## src/hdl/oaat_pkg.sv

```systemverilog
// Shared types, constants and hash helpers for the one-at-a-time hash block.
package oaat_pkg;

	localparam int unsigned HASH_W      = 32;
	localparam int unsigned BYTE_W      = 8;
	localparam int unsigned BCOUNT_W    = 17;
	localparam int unsigned INDEX_W     = 16;
	localparam int unsigned QUEUE_DEPTH = 2;

	localparam logic [BCOUNT_W-1:0] BUCKET_RESET = BCOUNT_W'(1024);
	localparam logic [BCOUNT_W-1:0] BUCKET_LIMIT = BCOUNT_W'(65536);

	typedef struct packed {
		logic full;
		logic empty;
	} queue_status_t;

	function automatic logic [HASH_W-1:0] mix_byte(input logic [HASH_W-1:0] h,
		input logic [BYTE_W-1:0] b);
		logic [HASH_W-1:0] a;
		logic [HASH_W-1:0] c;
		a = h + HASH_W'(b);
		c = a + (a << 10);
		return c ^ (c >> 6);
	endfunction

	function automatic logic [HASH_W-1:0] final_mix(input logic [HASH_W-1:0] h);
		logic [HASH_W-1:0] a;
		logic [HASH_W-1:0] b;
		a = h + (h << 3);
		b = a ^ (a >> 11);
		return b + (b << 15);
	endfunction

endpackage

```

## src/hdl/oaat_if.sv

```systemverilog
// Handshake channel interfaces: key bytes, hash results, configuration writes.
interface oaat_key_if;
	import oaat_pkg::*;
	logic              valid;
	logic              ready;
	logic [BYTE_W-1:0] key_byte;
	logic              last_byte;
	modport source(output valid, key_byte, last_byte, input ready);
	modport sink(input valid, key_byte, last_byte, output ready);
endinterface

interface oaat_result_if;
	import oaat_pkg::*;
	logic               valid;
	logic               ready;
	logic [HASH_W-1:0]  hash_value;
	logic [INDEX_W-1:0] bucket_index;
	modport source(output valid, hash_value, bucket_index, input ready);
	modport sink(input valid, hash_value, bucket_index, output ready);
endinterface

interface oaat_cfg_if;
	import oaat_pkg::*;
	logic                valid;
	logic                ready;
	logic [BCOUNT_W-1:0] data;
	modport source(output valid, data, input ready);
	modport sink(input valid, data, output ready);
endinterface

```

## src/hdl/oaat_front.sv

```systemverilog
// Front end: takes key bytes, keeps the running hash, queues keys on their last byte.
module oaat_front (
	input  logic                          clk,
	input  logic                          arst_n,
	input  logic                          in_valid,
	output logic                          in_ready,
	input  logic [oaat_pkg::BYTE_W-1:0]   key_byte,
	input  logic                          last_byte,
	input  oaat_pkg::queue_status_t       q_status,
	output logic                          push,
	output logic [oaat_pkg::HASH_W-1:0]   push_data
);
	import oaat_pkg::*;

	logic [HASH_W-1:0] running_hash_q;
	logic              accept;

	assign in_ready  = !q_status.full;
	assign accept    = in_valid && in_ready;
	assign push_data = mix_byte(running_hash_q, key_byte);
	assign push      = accept && last_byte;

	always_ff @(posedge clk or negedge arst_n) begin
		if (!arst_n) begin
			running_hash_q <= '0;
		end else if (accept) begin
			running_hash_q <= last_byte ? '0 : push_data;
		end
	end

endmodule

```

## src/hdl/oaat_queue.sv

```systemverilog
// Short FIFO of mixed hashes between front and back end.
module oaat_queue #(
	parameter int unsigned DEPTH = oaat_pkg::QUEUE_DEPTH
) (
	input  logic                        clk,
	input  logic                        arst_n,
	input  logic                        push,
	input  logic [oaat_pkg::HASH_W-1:0] push_data,
	input  logic                        pop,
	output logic [oaat_pkg::HASH_W-1:0] pop_data,
	output oaat_pkg::queue_status_t     status
);
	import oaat_pkg::*;

	localparam int unsigned PTR_W = (DEPTH > 1) ? $clog2(DEPTH) : 1;
	localparam int unsigned CNT_W = $clog2(DEPTH + 1);
	localparam logic [PTR_W-1:0] LAST_PTR = PTR_W'(DEPTH - 1);

	logic [HASH_W-1:0] entry_q [DEPTH];
	logic [PTR_W-1:0]  wr_ptr_q;
	logic [PTR_W-1:0]  rd_ptr_q;
	logic [CNT_W-1:0]  count_q;
	logic              do_push;
	logic              do_pop;

	assign status.full  = (count_q == CNT_W'(DEPTH));
	assign status.empty = (count_q == '0);
	assign do_push      = push && !status.full;
	assign do_pop       = pop && !status.empty;
	assign pop_data     = entry_q[rd_ptr_q];

	always_ff @(posedge clk) begin
		if (do_push) begin
			entry_q[wr_ptr_q] <= push_data;
		end
	end

	always_ff @(posedge clk or negedge arst_n) begin
		if (!arst_n) begin
			wr_ptr_q <= '0;
			rd_ptr_q <= '0;
			count_q  <= '0;
		end else begin
			if (do_push) begin
				wr_ptr_q <= (wr_ptr_q == LAST_PTR) ? '0 : wr_ptr_q + 1'b1;
			end
			if (do_pop) begin
				rd_ptr_q <= (rd_ptr_q == LAST_PTR) ? '0 : rd_ptr_q + 1'b1;
			end
			if (do_push && !do_pop) begin
				count_q <= count_q + 1'b1;
			end else if (do_pop && !do_push) begin
				count_q <= count_q - 1'b1;
			end
		end
	end

endmodule

```

## src/hdl/oaat_back.sv

```systemverilog
// Back end: final mix, bit-serial modulo by the bucket count, output register.
module oaat_back (
	input  logic                           clk,
	input  logic                           arst_n,
	input  oaat_pkg::queue_status_t        q_status,
	input  logic [oaat_pkg::HASH_W-1:0]    q_data,
	output logic                           pop,
	input  logic [oaat_pkg::BCOUNT_W-1:0]  bucket_count,
	output logic                           out_valid,
	input  logic                           out_ready,
	output logic [oaat_pkg::HASH_W-1:0]    hash_value,
	output logic [oaat_pkg::INDEX_W-1:0]   bucket_index
);
	import oaat_pkg::*;

	localparam logic [1:0] ST_IDLE = 2'd0;
	localparam logic [1:0] ST_MIX  = 2'd1;
	localparam logic [1:0] ST_DIV  = 2'd2;
	localparam logic [1:0] ST_DONE = 2'd3;

	localparam int unsigned STEP_W = $clog2(HASH_W);

	logic [1:0]          state_q;
	logic [HASH_W-1:0]   hash_q;
	logic [HASH_W-1:0]   dividend_q;
	logic [BCOUNT_W-1:0] rem_q;
	logic [BCOUNT_W-1:0] div_q;
	logic [STEP_W-1:0]   step_q;
	logic                out_valid_q;
	logic [HASH_W-1:0]   out_hash_q;
	logic [INDEX_W-1:0]  out_index_q;

	logic [BCOUNT_W:0]   trial;
	logic                take;
	logic [BCOUNT_W-1:0] div_clamped;

	assign pop          = (state_q == ST_IDLE) && !q_status.empty;
	assign trial        = {rem_q, dividend_q[HASH_W-1]};
	assign take         = trial >= {1'b0, div_q};
	assign div_clamped  = (bucket_count > BUCKET_LIMIT) ? BUCKET_LIMIT : bucket_count;
	assign out_valid    = out_valid_q;
	assign hash_value   = out_hash_q;
	assign bucket_index = out_index_q;

	always_ff @(posedge clk) begin
		case (state_q)
			ST_IDLE: begin
				hash_q <= q_data;
			end
			ST_MIX: begin
				hash_q     <= final_mix(hash_q);
				dividend_q <= final_mix(hash_q);
				rem_q      <= '0;
				div_q      <= div_clamped;
			end
			ST_DIV: begin
				dividend_q <= dividend_q << 1;
				rem_q      <= take ? BCOUNT_W'(trial - {1'b0, div_q}) : BCOUNT_W'(trial);
			end
			default: begin
			end
		endcase
		if (state_q == ST_DONE && (!out_valid_q || out_ready)) begin
			out_hash_q  <= hash_q;
			out_index_q <= (div_q == '0) ? '0 : rem_q[INDEX_W-1:0];
		end
	end

	always_ff @(posedge clk or negedge arst_n) begin
		if (!arst_n) begin
			state_q     <= ST_IDLE;
			step_q      <= '0;
			out_valid_q <= 1'b0;
		end else begin
			if (state_q == ST_DONE && (!out_valid_q || out_ready)) begin
				out_valid_q <= 1'b1;
			end else if (out_ready) begin
				out_valid_q <= 1'b0;
			end
			case (state_q)
				ST_IDLE: begin
					if (pop) begin
						state_q <= ST_MIX;
					end
				end
				ST_MIX: begin
					step_q  <= '0;
					state_q <= ST_DIV;
				end
				ST_DIV: begin
					step_q <= step_q + 1'b1;
					if (step_q == STEP_W'(HASH_W - 1)) begin
						state_q <= ST_DONE;
					end
				end
				ST_DONE: begin
					if (!out_valid_q || out_ready) begin
						state_q <= ST_IDLE;
					end
				end
				default: begin
					state_q <= ST_IDLE;
				end
			endcase
		end
	end

endmodule

```

## src/hdl/one_at_a_time_hash_bucket.sv

```systemverilog
// Top level: one-at-a-time hash of byte-streamed keys with bucket index.
//
// key_in takes one key byte per request, last_byte marks the end of a key.
// Non-final bytes are absorbed into the running hash and give no result.
// A final byte pushes the mixed hash into a short queue; the back end pops it,
// applies the final mix, then reduces it modulo the bucket count with a
// restoring divider, one dividend bit per cycle.
// The back end works on one key at a time and pops the next only after the
// output register has taken the last result.
// Bytes stream at one per cycle while the queue has room; key_in.ready drops
// only while the queue is full.
// result holds a registered request until taken; a stalled receiver stalls the
// divider at its finish, then the queue, then key_in.
// cfg writes bucket_count (always ready); write it only when idle. Values above
// 65536 act as 65536, zero gives bucket_index 0.
// Reset clears the running hash, empties the queue, drops result.valid and sets the
// bucket count to 1024.
module one_at_a_time_hash_bucket #(
	parameter int unsigned QUEUE_DEPTH = oaat_pkg::QUEUE_DEPTH
) (
	input logic          clk,
	input logic          arst_n,
	oaat_key_if.sink     key_in,
	oaat_result_if.source result,
	oaat_cfg_if.sink     cfg
);
	import oaat_pkg::*;

	logic [BCOUNT_W-1:0] bucket_count_q;
	queue_status_t       q_status;
	logic                push;
	logic [HASH_W-1:0]   push_data;
	logic                pop;
	logic [HASH_W-1:0]   pop_data;

	assign cfg.ready = 1'b1;

	always_ff @(posedge clk or negedge arst_n) begin
		if (!arst_n) begin
			bucket_count_q <= BUCKET_RESET;
		end else if (cfg.valid && cfg.ready) begin
			bucket_count_q <= cfg.data;
		end
	end

	oaat_front u_front (
		.clk       (clk),
		.arst_n    (arst_n),
		.in_valid  (key_in.valid),
		.in_ready  (key_in.ready),
		.key_byte  (key_in.key_byte),
		.last_byte (key_in.last_byte),
		.q_status  (q_status),
		.push      (push),
		.push_data (push_data)
	);

	oaat_queue #(
		.DEPTH (QUEUE_DEPTH)
	) u_queue (
		.clk       (clk),
		.arst_n    (arst_n),
		.push      (push),
		.push_data (push_data),
		.pop       (pop),
		.pop_data  (pop_data),
		.status    (q_status)
	);

	oaat_back u_back (
		.clk          (clk),
		.arst_n       (arst_n),
		.q_status     (q_status),
		.q_data       (pop_data),
		.pop          (pop),
		.bucket_count (bucket_count_q),
		.out_valid    (result.valid),
		.out_ready    (result.ready),
		.hash_value   (result.hash_value),
		.bucket_index (result.bucket_index)
	);

`ifndef NO_ASSERTIONS
	a_queue_sane: assert property (@(posedge clk) disable iff (!arst_n)
		!(q_status.full && q_status.empty))
		else $error("queue reports full and empty at once");

	a_no_push_full: assert property (@(posedge clk) disable iff (!arst_n)
		!(push && q_status.full))
		else $error("key pushed into a full queue");

	a_last_queued: assert property (@(posedge clk) disable iff (!arst_n)
		(key_in.valid && key_in.ready && key_in.last_byte) |=> !q_status.empty)
		else $error("final key byte did not reach the queue");
`endif

endmodule

```

## src/flat_wrapper.sv

```systemverilog
// flat-port wrapper written by rule: the top's interface ports become plain ports
module one_at_a_time_hash_bucket_flat import oaat_pkg::*;
#(
	parameter int unsigned QUEUE_DEPTH = oaat_pkg::QUEUE_DEPTH
)
  (clk, arst_n, key_in_valid, key_in_key_byte, key_in_last_byte, key_in_ready, result_valid, result_hash_value, result_bucket_index, result_ready, cfg_valid, cfg_data, cfg_ready);
  oaat_key_if key_in_i ();
  oaat_result_if result_i ();
  oaat_cfg_if cfg_i ();
  input logic clk;
  input logic arst_n;
  input wire logic [$bits(key_in_i.valid)-1:0] key_in_valid;
  input wire logic [$bits(key_in_i.key_byte)-1:0] key_in_key_byte;
  input wire logic [$bits(key_in_i.last_byte)-1:0] key_in_last_byte;
  output wire logic [$bits(key_in_i.ready)-1:0] key_in_ready;
  output wire logic [$bits(result_i.valid)-1:0] result_valid;
  output wire logic [$bits(result_i.hash_value)-1:0] result_hash_value;
  output wire logic [$bits(result_i.bucket_index)-1:0] result_bucket_index;
  input wire logic [$bits(result_i.ready)-1:0] result_ready;
  input wire logic [$bits(cfg_i.valid)-1:0] cfg_valid;
  input wire logic [$bits(cfg_i.data)-1:0] cfg_data;
  output wire logic [$bits(cfg_i.ready)-1:0] cfg_ready;
  assign key_in_i.valid = key_in_valid;
  assign key_in_i.key_byte = key_in_key_byte;
  assign key_in_i.last_byte = key_in_last_byte;
  assign key_in_ready = key_in_i.ready;
  assign result_valid = result_i.valid;
  assign result_hash_value = result_i.hash_value;
  assign result_bucket_index = result_i.bucket_index;
  assign result_i.ready = result_ready;
  assign cfg_i.valid = cfg_valid;
  assign cfg_i.data = cfg_data;
  assign cfg_ready = cfg_i.ready;
  one_at_a_time_hash_bucket #(.QUEUE_DEPTH(QUEUE_DEPTH)) u_core (.clk(clk), .arst_n(arst_n), .key_in(key_in_i), .result(result_i), .cfg(cfg_i));
endmodule
```

## config.mk

```make
export PLATFORM = sky130hd
export DESIGN_NAME = one_at_a_time_hash_bucket_flat
export DESIGN_NICKNAME = d
export VERILOG_FILES = /design/src/hdl/oaat_pkg.sv /design/src/hdl/oaat_if.sv /design/src/hdl/oaat_front.sv /design/src/hdl/oaat_queue.sv /design/src/hdl/oaat_back.sv /design/src/hdl/one_at_a_time_hash_bucket.sv /design/src/flat_wrapper.sv
export SDC_FILE = /design/constraint.sdc
export NUM_CORES = 1
export LEC_CHECK = 0
export BUFFER_PORTS_ARGS = -buffer_cell sky130_fd_sc_hd__buf_2
export CAP_MARGIN = 20
export CORE_MARGIN = 2
export CORE_UTILIZATION = 60
export DETAILED_ROUTE_END_ITERATION = 12
export PLACE_DENSITY = 0.87
export SYNTH_ARGS = -nofsm -noshare
export SYNTH_HDL_FRONTEND = slang
export SYNTH_HIERARCHICAL = 1
export SYNTH_SLANG_ARGS = --single-unit
```

## constraint.sdc

```tcl
create_clock -name clk -period 14.6 [get_ports clk]
set_clock_uncertainty 0.1 [all_clocks]
set_input_delay 0.73 -clock clk [delete_from_list [all_inputs] [get_ports clk]]
set_output_delay 0.73 -clock clk [all_outputs]
set_load 0.02 [all_outputs]
```

==> results.yml, run 1 <==
status:
  status: "finished clean"
clock_tree:
  tritoncts.num_buffers: 26
  cts_max_level: 1
  cts_setup_buffers: 0
  clk_pin_slew_ns: 0.07
  clockBufferDepth: 3
  cts_resized: 0
  root_buffer: "clkbuf_16"
  ctsHoldBuffers: 0
  cts_num_sinks: 271
  cts_tree: "built"
  insertion_delay_ns: 0.53
yosys:
  synth-simple-area-share: 0.1139
  avgSynthCellArea_sq_um: 11.77
  async_reset_ff_frac: 0.2251
  syn_area_sq_mm: 0.01625
  synth_top_family_by_area: "compound AO/OA/AOI/OAI gates"
  syn_nets: 1512
  synth_seq_area_share: 0.4822
  synth_mux_area_frac: 0.08571
  synth_warnings: 6
  yosys.area_share.adder: 0.08009
  synth_flop_cell: "edfxtp_1"
  synth_compound_area_frac: 0.1241
  synth_cells: 1380
  synth.distinct_cells: 89
  synth-xor-area-share: 0.08179
  synth_edf_count: 210
  ys_seq_elements: 271
timing:
  rsz0062_at_grt: "false"
  setup_viol: 0
  tns_ns: 0
  period_minus_slack_ns: 5.629
  slew_headroom: 0.3009
  fmax_mhz: 177.6
  hold_viol: 0
  worst_pin_slew_ns: 1.049
  fin_crit_sh: 0.3856
  maxSlewViolCount: 0
  whs_ns: 0.2506
detailed_routing:
  drc_errors: 0
  ant_nets: 0
  num_vias: 11140
  drtPass1Iterations: 6
  wl_per_cell_um: 19.66
  drt_iter0_drc: 1235
  viasPerCell: 6.113
  finalWirelength_mm: 35.81
critical_path:
  cp_top_family: "compound AO/OA/AOI/OAI gates"
  startpoint_type: "register"
  crit_fanout: 4
  crit_path_end_kind: "register"
  worst_ep_arrival_time_ns: 5.81
  critPathSlowestCell: "xnor2_1"
  critPathBufInv: 1
  critPathKind: "reg2reg"
  slowest_delay_ns: 0.42
  crit_cells: 21
  required_ns: 14.78
  worst_r2r_path_depth: 21
  crit_chain: "ha_1, inv_1, fa_1, nand2b_1, a21o_1, a211oi_2, a211oi_2, and2b_1, nor2_1, xnor2_1, xor2_1, xnor2_1, ha_1, a21oi_1, o21bai_1, a21o_1, a21oi_1, o21ai_0, o211a_1, or3_1, a31o_2"
final_layout:
  n_fill_cell: 1870
  fin_nets: 1593
  drive_gt1_frac: 0.1756
  final_common_cell: "edfxtp_1"
  areaGrowthSynthToFinish_pct: 9.819
  layout_common_cells: "edfxtp_1, ha_1, nand2_1"
  antenna_cells: 0
die:
  dieArea_sq_mm: 0.02841
  start_util: 0.6062
  die_w_um: 168.6
  coreArea_sq_mm: 0.02680
  ios: 82
  rows: 60
  die_y_um: 168.6
grt:
  met1_usage: 0.3457
  gr-max-usage-layer: "met2"
  grt_max_degree: 68
  met3_usage: 0.02899
  grt_use_total: 0.2510
  grt_pass1_vias: 10890
  grt_pass1_wl_mm: 56.87
  antenna_found_initial: 0
  grt_overflow: 0
  met2_usage: 0.4210
place:
  io_buffers: 80
  hpwl_mm: 26.03
  gp_congestion: 0.9144
job:
  drv_cap: 0
hold_path:
  holdCritPathClass: "in2async"
## cells in the mapped netlist (20+ instances only)
cell	count	area [sq um]
edfxtp_1	210	6306
ha_1	96	1201
nand2_1	81	304.0
xnor2_1	77	674.4
inv_1	75	281.5
o21ai_0	63	315.3
nor2_1	62	232.7
xor2_1	62	543.0
dfrtp_1	60	1501
a21oi_1	56	280.3
mux2_2	45	506.7
nor2b_1	41	256.5
mux2_4	39	585.6
a21o_1	35	262.8
nand3_1	34	170.2
mux2i_1	30	300.3
a22o_1	28	245.2
clkbuf_1	24	90.09
nor3_1	20	100.1
## area by class of cell
cell class,instances,area [sq um],share of cell area
Clock buffer,36,729.5,0.04088
Clock inverter,12,163.9,0.009187
Sequential cell,271,7835,0.4391
Inverter,76,285.3,0.01599
Tap cell,341,426.7,0.02391
Timing Repair Buffer,90,488.0,0.02735
Multi-Input combinational cell,996,7914,0.4435
## logic make-up after synthesis
| kind of cell | count (synthesis) |
|---|---|
| AOI/OAI and AO/OA | 290 |
| xor gates and xnor gates | 145 |
| muxes | 114 |
| other | 1 |
| and+or+nand+nor | 345 |
| buffers and inverters | 113 |
| adders and majority gates | 101 |
| DFF | 271 |
## path summary, 6_finish.rpt
kind,endpoint,from,slack [ns]
setup reg to reg,u_core/u_back/dividend_q[30]$_DFFE_PP_,u_core/u_back/hash_q[3]$_DFFE_PP_,8.97
hold / removal,u_core/bucket_count_q[8]$_DFFE_PN0P_,arst_n,0.25
hold reg to reg,u_core/u_back/hash_value[30]$_DFFE_PP_,u_core/u_back/hash_q[30]$_DFFE_PP_,0.36
max in group asynchronous,u_core/u_queue/rd_ptr_q$_DFFE_PN0P_,arst_n,13.58
setup / recovery,u_core/u_back/dividend_q[30]$_DFFE_PP_,u_core/u_back/hash_q[3]$_DFFE_PP_,8.97
min in group clk,u_core/bucket_count_q[8]$_DFFE_PN0P_,cfg_data[8],0.34
## worst reg2reg max path, stage by stage, from the launching register on
cell      delay, ns
edfxtp_1       0.39
ha_1           0.21
inv_1          0.07
fa_1           0.40
nand2b_1       0.18
a21o_1         0.21
a211oi_2       0.27
a211oi_2       0.16
and2b_1        0.24
nor2_1         0.05
xnor2_1        0.42
xor2_1         0.15
xnor2_1        0.34
ha_1           0.34
a21oi_1        0.25
o21bai_1       0.10
a21o_1         0.21
a21oi_1        0.27
o21ai_0        0.19
o211a_1        0.26
or3_1          0.33
a31o_2         0.25
## routing by layer
layer,share of wire,wire length [um]
met4,0.028,988
met2,0.48,17190
met1,0.43,15430
met3,0.062,2207
met5,0,0
## state kept, by name, indices dropped and copies added, names as in the netlist, 17 cells and up
register and count:
u_core/u_back/dividend_q 32, u_core/u_front/running_hash_q 32, u_core/u_back/hash_value 32, u_core/u_back/hash_q 32
u_core/u_queue/entry_q 64, u_core/bucket_count_q 17, u_core/u_back/div_q 17, u_core/u_back/rem_q 17
## stage by stage
stage / setup WS [ns] / util / area, sq um / cells
2_1_floorplan: 9.390 / - / 16250 / 1380
3_3_place_gp: 8.891 / 0.6317 / 16930 / 1773
3_5_place_dp: 8.807 / 0.6317 / 16930 / 1773
4_1_cts: 9.020 / 0.6650 / 17820 / 1821
5_1_grt: 8.676 / 0.6657 / 17840 / 1822
6_report: 8.971 / 0.6657 / 17840 / 1822
Power of run 1 is left out: the tool's default activity adds up to more than one toggle a clock period on the data nets, which glitch-free logic cannot reach.
==> run 2, diff against run 1 <==
--- a/config.mk
+++ b/config.mk
@@ -8,9 +8,9 @@
 export BUFFER_PORTS_ARGS = -buffer_cell sky130_fd_sc_hd__buf_2
 export CAP_MARGIN = 20
 export CORE_MARGIN = 2
-export CORE_UTILIZATION = 60
+export CORE_UTILIZATION = 56
 export DETAILED_ROUTE_END_ITERATION = 12
-export PLACE_DENSITY = 0.87
+export PLACE_DENSITY = 0.86
 export SYNTH_ARGS = -nofsm -noshare
 export SYNTH_HDL_FRONTEND = slang
 export SYNTH_HIERARCHICAL = 1
==> constraint.sdc (replaced) <==
create_clock -name clk -period 4.6 [get_ports clk]
set_clock_uncertainty 0.1 [all_clocks]
set_input_delay 0.23 -clock clk [delete_from_list [all_inputs] [get_ports clk]]
set_output_delay 0.23 -clock clk [all_outputs]
set_load 0.02 [all_outputs]
==> run 2 against run 1 <==
Compared with the run above:
- the run now ends with setup timing left
- cell area rose by 17%
- first-iteration DRC count grew 14%
- worst hold slack got worse by 0.12 ns
- via count is 14% higher
- sequential share of layout area decreased by 6.3 points
- register-to-register slack worse by 9.4 ns
- count of clock-buffer cells in the layout decreased by 6
- non-clock buffer count increased by 245
==> results.yml, run 2 (synthesized netlist as in run 1, its figures left out) <==
die:
  ios: 82
  die_y_um: 174.3
  die_w_um: 174.3
  rows: 62
  start_util: 0.5676
  coreArea_sq_mm: 0.02863
  dieArea_sq_mm: 0.03039
timing:
  setup_ws_ns: -0.4245
  worst_pin_slew_ns: 1.095
  fmax_mhz: 199.0
  fin_crit_sh: 1.092
  slew_headroom: 0.2703
  maxSlewViolCount: 0
  period_minus_slack_ns: 5.025
  setup_viol: 47
  tns_ns: -6.959
  hold_viol: 0
  rsz0062_at_grt: "true"
  whs_ns: 0.1332
detailed_routing:
  wl_per_cell_um: 20.54
  drc_errors: 0
  finalWirelength_mm: 43.36
  viasPerCell: 5.996
  num_vias: 12660
  drt_iter0_drc: 1412
  drtPass1Iterations: 6
  ant_nets: 0
grt:
  met2_usage: 0.4504
  grt_max_degree: 68
  antenna_found_initial: 0
  met3_usage: 0.02734
  met1_usage: 0.3573
  grt_pass1_vias: 12480
  grt_pass1_wl_mm: 64.94
  grt_overflow: 0
  gr-max-usage-layer: "met2"
  grt_use_total: 0.2645
critical_path:
  cp-startpoint: "u_core/u_back/hash_q[3]$_DFFE_PP_"
  rr_startpoint: "u_core/u_back/hash_q[3]$_DFFE_PP_"
  startpoint_type: "register"
  critPathKind: "reg2reg"
  worst_ep_arrival_time_ns: 5.21
  worst_r2r_path_depth: 22
  required_ns: 4.78
  r2r_slack_ns: -0.42
  timing.rr.end: "u_core/u_back/dividend_q[31]$_DFFE_PP_"
  crit_fanout: 4
  crit_path_end_kind: "register"
clock_tree:
  cts_num_sinks: 271
  root_buffer: "clkbuf_16"
  tritoncts.num_buffers: 27
  cts_tree: "built"
  insertion_delay_ns: 0.54
  clockBufferDepth: 3
  cts_max_level: 1
  clk_pin_slew_ns: 0.06
final_layout:
  areaGrowthSynthToFinish_pct: 28.19
  n_fill_cell: 1720
  largest_register_ffs: 64
  top_register: "u_core/u_queue/entry_q"
  fin_nets: 1839
  final_common_cell: "buf_4"
  layout_common_cells: "buf_4, edfxtp_1, ha_1"
  antenna_cells: 0
  fin_util: 0.7276
  drive_gt1_frac: 0.3613
place:
  io_buffers: 80
  hpwl_mm: 28.43
  gp_congestion: 0.9411
hold_path:
  whs_endpoint: "u_core/bucket_count_q[8]$_DFFE_PN0P_"
  hold_start: "cfg_valid"
  min_path_cells: 2
  holdCritPathClass: "in2reg"
status:
  violations: "setup timing"
  status: "finished, violations left"
job:
  drv_cap: 0
[run 2: cell count changes in the layout (fill, tap and decap cells not counted), moves of 11 or more]
cell / delta
a21oi_1: -17
xnor2_2: +20
o21ai_0: -18
xor2_1: -15
buf_4: +212
ha_1: -11
dlygate4sd3_1: +22
a21oi_2: +13
xor2_2: +13
xnor2_1: -25
[run 2: routing by layer]
metal / vias up / share of wire
li1: 5740 / -
met1: 6159 / 0.41
met2: 602 / 0.49
met3: 156 / 0.062
met4: 0 / 0.039
met5: - / 0
[run 2: cell type report]
type | instances | area (sq um) | share of cell area
Timing Repair Buffer | 335 | 2449 | 0.1176
Clock inverter | 19 | 158.9 | 0.007629
Inverter | 76 | 287.8 | 0.01382
Sequential cell | 271 | 7835 | 0.3762
Multi-Input combinational cell | 996 | 8910 | 0.4278
Tap cell | 384 | 480.5 | 0.02307
Clock buffer | 30 | 706.9 | 0.03394
[run 2: timing repair]
action	CTS	global route
setup buffers	29	18
setup endpoints to repair	61	86
pin swaps	46	77
resized for setup	54	122
endpoints found under the hold margin	82	0
hold buffers	22	0
[run 2: worst max path at each step]
stage | endpoint | cells past startpoint
2_1_floorplan | u_core/u_back/hash_q[31]$_DFFE_PP_ | 22
3_3_place_gp | u_core/u_back/dividend_q[31]$_DFFE_PP_ | 21
3_5_place_dp | u_core/u_back/dividend_q[31]$_DFFE_PP_ | 20
4_1_cts | u_core/u_back/hash_q[30]$_DFFE_PP_ | 22
5_1_grt | u_core/u_back/dividend_q[31]$_DFFE_PP_ | 22
6_report | u_core/u_back/dividend_q[31]$_DFFE_PP_ | 22
[run 2: critical path, cell delays in order (launching register included)]
cell and delay, ns:
edfxtp_1 0.47, ha_4 0.19, inv_2 0.04, fa_2 0.34, nand2b_4 0.15, a21o_1 0.19
a211oi_2 0.28, a211oi_2 0.14, buf_4 0.16, a211oi_4 0.23, o21bai_1 0.13, a31oi_2 0.25
xnor2_2 0.16, xor2_1 0.17, ha_1 0.27, nand4b_1 0.16, nand3_2 0.13, a31oi_4 0.19
nand2b_4 0.15, a21boi_2 0.07, o41a_1 0.32, xor3_1 0.21, mux2_2 0.28
[run 2: metrics by stage]
stage / setup slack [ns] / std cells / area (sq um)
6_report: -0.4245 / 2111 / 20830
5_1_grt: -0.6460 / 2111 / 20830
3_3_place_gp: -0.2657 / 1999 / 18450
2_1_floorplan: -0.04850 / 1380 / 16340
3_5_place_dp: -0.3922 / 1999 / 18450
4_1_cts: -0.2464 / 2099 / 20030
Power of run 2 is left out for the same reason.
